--- config.mk ---
export PLATFORM = sky130hd
export DESIGN_NAME = adc_serial_reader_with_alarm_top
export DESIGN_NICKNAME = d
export VERILOG_FILES = /design/src/sv/adcsr_pkg.sv /design/src/sv/adc_serial_reader_with_alarm_top.sv
export SDC_FILE = /design/constraint.sdc
export NUM_CORES = 1
export LEC_CHECK = 0
export ABC_AREA = 1
export BUFFER_PORTS_ARGS = -buffer_cell sky130_fd_sc_hd__buf_2
export CELL_PAD_IN_SITES_DETAIL_PLACEMENT = 2
export CELL_PAD_IN_SITES_GLOBAL_PLACEMENT = 2
export CORE_AREA = 5 5 115 117
export CTS_CLUSTER_DIAMETER = 40
export DETAILED_ROUTE_END_ITERATION = 10
export DIE_AREA = 0 0 120 122
export PLACE_DENSITY_LB_ADDON = 0.1
export SLEW_MARGIN = 20
export SYNTH_ARGS = -nofsm -noshare
export SYNTH_HDL_FRONTEND = slang
export SYNTH_SLANG_ARGS = --single-unit
--- constraint.sdc ---
create_clock -name clk_i -period 3.6 [get_ports clk_i]
set_input_delay 0 -clock clk_i [delete_from_list [all_inputs] [get_ports clk_i]]
set_output_delay 0 -clock clk_i [all_outputs]
set_load 0.02 [all_outputs]
--- src/sv/adcsr_pkg.sv ---
`default_nettype none
package adcsr_pkg;

  localparam int unsigned SampleBits = 8;
  localparam int unsigned CountW     = 4;
  localparam int unsigned DivW       = 8;
  localparam int unsigned CfgIdxW    = 2;
  localparam int unsigned CfgDataW   = 8;
  localparam int unsigned InDataW    = 8;
  localparam int unsigned OutDataW   = 16;

  localparam logic [CfgIdxW-1:0] CfgThreshold    = 2'd0;
  localparam logic [CfgIdxW-1:0] CfgChannel      = 2'd1;
  localparam logic [CfgIdxW-1:0] CfgSingleEnded  = 2'd2;
  localparam logic [CfgIdxW-1:0] CfgHalfPeriod   = 2'd3;

  localparam logic [SampleBits-1:0] ThresholdReset  = 8'd100;
  localparam logic [DivW-1:0]       HalfPeriodReset = 8'd1;

  localparam logic [CountW-1:0] LastCmdBit  = 4'd2;
  localparam logic [CountW-1:0] FirstMsbBit = 4'd1;
  localparam logic [CountW-1:0] LastMsbBit  = 4'(SampleBits);
  localparam logic [CountW-1:0] LastReadBit = 4'(2 * SampleBits - 1);

  typedef enum logic [5:0] {
    PhIdle  = 6'b000001,
    PhCmdLo = 6'b000010,
    PhCmdHi = 6'b000100,
    PhRdLo  = 6'b001000,
    PhRdHi  = 6'b010000,
    PhEndLo = 6'b100000
  } phase_e;

  typedef struct packed {
    logic                  alarm;
    logic                  match_ok;
    logic [SampleBits-1:0] sample;
    logic                  done_res;
    logic                  data_drive;
    logic                  data_out;
    logic                  serial_clock;
    logic                  chip_select_n;
  } result_t;

endpackage
`default_nettype wire

--- src/sv/adc_serial_reader_with_alarm_top.sv ---
`default_nettype none
// Serial read master for a two-channel 8-bit converter. Each input item is one tick of
// the serial timing and yields exactly one result item carrying the line levels to drive
// after that tick, the done pulse, the held sample, the match flag and the alarm. The
// block takes one item per clock cycle: the whole tick update is a single registered pass
// from the accepted item into the result register, and a new item is accepted whenever
// that register is empty or being emptied in the same cycle.
module adc_serial_reader_with_alarm_top (
  input  wire logic                           clk_i,
  input  wire logic                           rst_ni,
  input  wire logic                           cfg_we_i,
  input  wire logic [adcsr_pkg::CfgIdxW-1:0]  cfg_addr_i,
  input  wire logic [adcsr_pkg::CfgDataW-1:0] cfg_wdata_i,
  input  wire logic                           s_axis_tvalid,
  output logic                                s_axis_tready,
  // start_req, dio_in, zero fill
  input  wire logic [adcsr_pkg::InDataW-1:0]  s_axis_tdata,
  output logic                                m_axis_tvalid,
  input  wire logic                           m_axis_tready,
  // chip_select_n, serial_clock, data_out, data_drive, done_res, sample[7:0],
  // match_ok, alarm, zero fill
  output logic [adcsr_pkg::OutDataW-1:0]      m_axis_tdata
);
  import adcsr_pkg::*;

  logic [SampleBits-1:0] threshold_q;
  logic                  channel_q;
  logic                  single_ended_q;
  logic [DivW-1:0]       half_period_q;

  phase_e                phase_q, phase_d;
  logic [CountW-1:0]     bit_count_q, bit_count_d;
  logic [DivW-1:0]       tick_div_q, tick_div_d;
  logic [SampleBits-1:0] msb_shift_q, msb_shift_d;
  logic [SampleBits-1:0] lsb_shift_q, lsb_shift_d;
  logic [SampleBits-1:0] sample_q, sample_d;
  logic                  match_q, match_d;

  logic                  out_valid_q;
  result_t               res_q, res_d;

  logic                  in_acc;
  logic                  start_req;
  logic                  dio_in;
  logic [DivW-1:0]       half_len;
  logic                  half_end;
  logic                  done;
  logic                  cmd_bit;

  assign start_req     = s_axis_tdata[0];
  assign dio_in        = s_axis_tdata[1];
  assign s_axis_tready = !out_valid_q || m_axis_tready;
  assign in_acc        = s_axis_tvalid && s_axis_tready;
  assign m_axis_tvalid = out_valid_q;
  assign m_axis_tdata  = {{(OutDataW - $bits(result_t)){1'b0}}, res_q};

  // configuration registers
  always_ff @(posedge clk_i or negedge rst_ni) begin
    if (!rst_ni) begin
      threshold_q    <= ThresholdReset;
      channel_q      <= 1'b0;
      single_ended_q <= 1'b1;
      half_period_q  <= HalfPeriodReset;
    end else if (cfg_we_i) begin
      unique case (cfg_addr_i)
        CfgThreshold:   threshold_q    <= cfg_wdata_i;
        CfgChannel:     channel_q      <= cfg_wdata_i[0];
        CfgSingleEnded: single_ended_q <= cfg_wdata_i[0];
        CfgHalfPeriod:  half_period_q  <= cfg_wdata_i;
        default: ;
      endcase
    end
  end

  assign half_len = (half_period_q == '0) ? DivW'(1) : half_period_q;
  assign half_end = ({1'b0, tick_div_q} + 9'd1) >= {1'b0, half_len};

  always_comb begin
    phase_d     = phase_q;
    bit_count_d = bit_count_q;
    tick_div_d  = tick_div_q;
    msb_shift_d = msb_shift_q;
    lsb_shift_d = lsb_shift_q;
    sample_d    = sample_q;
    match_d     = match_q;
    done        = 1'b0;
    if (phase_q == PhIdle) begin
      if (start_req) begin
        phase_d     = PhCmdLo;
        bit_count_d = '0;
        tick_div_d  = '0;
        msb_shift_d = '0;
        lsb_shift_d = '0;
      end
    end else if (half_end) begin
      tick_div_d = '0;
      unique case (phase_q)
        PhCmdLo: phase_d = PhCmdHi;
        PhCmdHi: begin
          if (bit_count_q >= LastCmdBit) begin
            phase_d     = PhRdLo;
            bit_count_d = '0;
          end else begin
            phase_d     = PhCmdLo;
            bit_count_d = bit_count_q + CountW'(1);
          end
        end
        PhRdLo: begin
          if (bit_count_q >= FirstMsbBit && bit_count_q <= LastMsbBit) begin
            msb_shift_d = {msb_shift_q[SampleBits-2:0], dio_in};
          end
          if (bit_count_q >= LastMsbBit) begin
            lsb_shift_d = {dio_in, lsb_shift_q[SampleBits-1:1]};
          end
          phase_d = PhRdHi;
        end
        PhRdHi: begin
          if (bit_count_q >= LastReadBit) begin
            phase_d     = PhEndLo;
            bit_count_d = '0;
          end else begin
            phase_d     = PhRdLo;
            bit_count_d = bit_count_q + CountW'(1);
          end
        end
        PhEndLo: begin
          match_d     = (msb_shift_q == lsb_shift_q);
          sample_d    = match_d ? msb_shift_q : '0;
          phase_d     = PhIdle;
          bit_count_d = '0;
          done        = 1'b1;
        end
        default: begin
          phase_d     = PhIdle;
          bit_count_d = '0;
        end
      endcase
    end else begin
      tick_div_d = tick_div_q + DivW'(1);
    end
  end

  always_comb begin
    unique case (bit_count_d)
      4'd0:    cmd_bit = 1'b1;
      4'd1:    cmd_bit = single_ended_q;
      default: cmd_bit = channel_q;
    endcase
    res_d.chip_select_n = (phase_d == PhIdle);
    res_d.serial_clock  = (phase_d == PhCmdHi) || (phase_d == PhRdHi);
    res_d.data_drive    = (phase_d == PhCmdLo) || (phase_d == PhCmdHi);
    res_d.data_out      = res_d.data_drive && cmd_bit;
    res_d.done_res      = done;
    res_d.sample        = sample_d;
    res_d.match_ok      = match_d;
    res_d.alarm         = sample_d > threshold_q;
  end

  always_ff @(posedge clk_i or negedge rst_ni) begin
    if (!rst_ni) begin
      phase_q     <= PhIdle;
      bit_count_q <= '0;
      tick_div_q  <= '0;
      msb_shift_q <= '0;
      lsb_shift_q <= '0;
      sample_q    <= '0;
      match_q     <= 1'b0;
      out_valid_q <= 1'b0;
    end else begin
      if (in_acc) begin
        phase_q     <= phase_d;
        bit_count_q <= bit_count_d;
        tick_div_q  <= tick_div_d;
        msb_shift_q <= msb_shift_d;
        lsb_shift_q <= lsb_shift_d;
        sample_q    <= sample_d;
        match_q     <= match_d;
        out_valid_q <= 1'b1;
      end else if (m_axis_tready) begin
        out_valid_q <= 1'b0;
      end
    end
  end

  always_ff @(posedge clk_i) begin
    if (in_acc) begin
      res_q <= res_d;
    end
  end

  a_done_releases_cs: assert property (@(posedge clk_i) disable iff (!rst_ni)
    m_axis_tvalid && m_axis_tdata[4] |-> m_axis_tdata[0])
    else $error("done result without chip select released");

  a_drive_under_cs: assert property (@(posedge clk_i) disable iff (!rst_ni)
    m_axis_tvalid && m_axis_tdata[3] |-> !m_axis_tdata[0])
    else $error("data line driven while chip select is high");

  a_idle_without_start: assert property (@(posedge clk_i) disable iff (!rst_ni)
    in_acc && phase_q == PhIdle && !start_req |=> phase_q == PhIdle)
    else $error("conversion started without a request");

  a_cmd_count_range: assert property (@(posedge clk_i) disable iff (!rst_ni)
    (phase_q == PhCmdLo || phase_q == PhCmdHi) |-> bit_count_q <= LastCmdBit)
    else $error("command bit count out of range");

endmodule
`default_nettype wire
==> results.toml <==
[run_status]
run_status = "finished, final reports clean"

[clock_network]
clockBufferDepth = 2
insertion_delay_ps = 340
ctsHtreeMaxLevel = 3
cts-buffers-inserted = 9
cts-root-buf = "clkbuf_16"
clkSinkCount = 77
path_clk_slew_ps = 60
cts_tree = "built"

[die]
start_util_pct = 34.84
die_w_um = 120
die_y_um = 122
num_rows = 41
die-area_um2 = 14640
ios = 41
core_area_um2 = 12260

[sta]
clock.fmax_mhz = 282.9
slew_viol_final = 0
period_minus_slack_ps = 3535
rsz0062_at_grt = "yes"
worstMarginPinSlew_ps = 659.7
finalCritPeriodShare_pct = 98.19
finalSetupViolCount = 0
skew_ps = 6.819
hold_viol_final = 0
slew_headroom_pct = 55.62
finalSetupTns_ps = 0
hold-worst-slack_ps = 12.85
setup_slack_ps = 65.21

[global_route]
track_usage_pct = 17.20
gr-total-overflow = 0
grt_pass1_wl_um = 19720
grt_pass1_vias = 3933
antenna_found_initial = 0
grt_start_max_net_pins = 43

[yosys]
ys_types = 43
seq_area_frac_synth_pct = 47.04
synth-seq-cells = 77
syn_avg_cell_area_um2 = 8.595
synthesis.area_um2 = 4272
synth_nets = 541
yosys_warnings = 0
synthCells = 497

[route]
wirelength_um = 12130
drtPass1Iterations = 4
vias_per_cell = 4.950
drt_iter0_drc = 103
vias = 3539
wire_per_inst_um = 16.97
ant_nets = 0
drc = 0

[setup_path]
cp-end-kind = "register"
cp.arrival_ps = 3620
worstSetupPathType = "reg2reg"
start_kind = "register"
worstPathRequired_ps = 3690
worstPathMaxFanout = 5

[placed_design]
placedCellCount = 676
port_buffers = 33
pre_cts_ws_ps = -2.590
place_hpwl_um = 8777
place.gp.congestion = 0.7890

[flow_run]
maxCapViolCount = 0

[pwr]
p_total_w = 0.004064
p_leak_nw = 2.486
irDropWorstVdd_uv = 253.4
power.density_nw_per_um2 = 773.8

[finish]
fin_cells = 715
drive_gt1_share_pct = 23.72
n_antenna_cell = 0
nFillCells = 1358
syn2layout_area_growth_pct = 22.96
nNetsFinal = 604

[hold_path]
hp-class = "in2reg"
==> registers in the layout, summed over array words and instances (netlist names) <==
| name | cells |
|---|---|
| half_period_q | 8 |
| lsb_shift_q | 8 |
| match_q | 1 |
| m_axis_tvalid | 1 |
| channel_q | 1 |
| sample_q | 8 |
| tick_div_q | 8 |
| single_ended_q | 1 |
| threshold_q | 8 |
| m_axis_tdata | 15 |
| bit_count_q | 4 |
| phase_q | 6 |
| msb_shift_q | 8 |
==> synthesized netlist by cell type, drive strengths merged <==
master | n | area, µm²
nor3 | 6 | 51.30
a31oi | 3 | 33.78
nand3 | 32 | 177.7
nand2 | 110 | 435.4
nor2 | 29 | 128.9
nand4 | 7 | 50.05
a211oi | 1 | 12.51
o22ai | 13 | 138.9
nand3b | 2 | 15.01
dfstp | 6 | 157.7
clkbuf | 4 | 15.01
o21ai | 65 | 336.6
inv | 87 | 326.6
ha | 21 | 262.8
nor4 | 3 | 18.77
dfrtp | 56 | 1401
a41o | 1 | 10.01
conb | 1 | 3.750
o211ai | 2 | 15.01
a21oi | 10 | 53.80
buf | 9 | 55.05
edfxtp | 15 | 450.4
xor2 | 13 | 113.9
nor3b | 1 | 7.510
==> where the power goes <==
group | switching (W) | total (W) | internal (W)
registers | 0.000189 | 0.00134 | 0.00115
clock network | 0.000387 | 0.000876 | 0.000489
logic | 0.00117 | 0.00185 | 0.000677
total | 0.00175 | 0.00406 | 0.00232
==> cells by family after synthesis <==
logic type / synth area share (%)
AND/OR/NAND/NOR: 20.71
other: 0.08779
flip-flops: 47.04
AO/OA/AOI/OAI: 14.06
adder cells (fa/ha/maj): 6.151
buffers and inverters: 9.285
XOR/XNOR: 2.666
==> final timing paths <==
path / start / end / slack, ps / depth (start not counted)
setup / recovery: tick_div_q[1] / m_axis_tdata[14] / 70 / 26
setup reg to reg: tick_div_q[1] / m_axis_tdata[14] / 70 / 26
min in group asynchronous: rst_ni / phase_q[3] / 200 / 2
hold reg to reg: threshold_q[7] / threshold_q[7] / 490 / 2
hold / removal: cfg_addr_i[0] / single_ended_q / 10 / 4
max in group asynchronous: rst_ni / lsb_shift_q[4] / 2670 / 3
==> metal layers <==
metal | vias to the layer above | routed length (µm) | track usage [%] | part of all wire [%]
li1 | 1753 | - | - | -
met1 | 1739 | 5345 | 20.88 | 44
met2 | 34 | 6356 | 30.59 | 52
met3 | 13 | 228 | 2.693 | 1.9
met4 | 0 | 203 | 6.800 | 1.7
met5 | - | 0 | 0 | 0
==> final cells by class <==
class                      count  area (µm²)  share of cell area (%)
tap                          150       187.7                   3.573
multi-input combinational    320        1984                   37.78
inverter                      87       329.1                   6.265
sequential                    77        2011                   38.28
clock inverter                 6       45.04                  0.8576
clock buffer                  10       239.0                   4.550
timing repair buffer          65       456.7                   8.695
==> stage by stage <==
| stage | cell area, µm² | util, % |
|---|---|---|
| after global placement | 4634 | 37.80 |
| after floorplan | 4272 | - |
| final | 5253 | 42.84 |
| after CTS | 5049 | 41.18 |
| after global routing | 5253 | 42.84 |
| after detailed placement | 4634 | 37.80 |
==> cell usage in the layout, fill, tap and decap left out, types with 15 or more instances in the layout <==
cell type and instances:
nor2_1 22, o21ai_1 21, buf_2 32, edfxtp_1 15, buf_4 18, o21ai_0 40
nand3_1 28, dfrtp_1 55, nand2_1 100, inv_1 76, ha_1 17
==> what timing repair did <==
action	CTS	global route
hold buffers	13	0
gates resized for setup	0	31
setup buffers	0	10
endpoints found under the setup margin	0	1
hold endpoints to repair	56	0
==> worst max-delay path: stages, from the launching register on <==
cell	delay [ps]
dfrtp_1	420
inv_2	60
nor3_2	170
inv_1	90
nor2_2	150
inv_2	60
nand2_2	80
inv_2	50
ha_4	250
nand2_2	40
inv_2	60
nand3_2	80
nand3_2	80
nand2_1	60
nand2_1	70
nand2_2	80
nand2_4	70
inv_4	40
nor2_4	160
nand3_4	180
o22ai_4	240
ha_4	240
a21oi_2	130
o21ai_1	60
a21oi_1	150
nand3b_1	120
a31oi_1	80
Note: power is estimated with default switching activity, not from simulation.
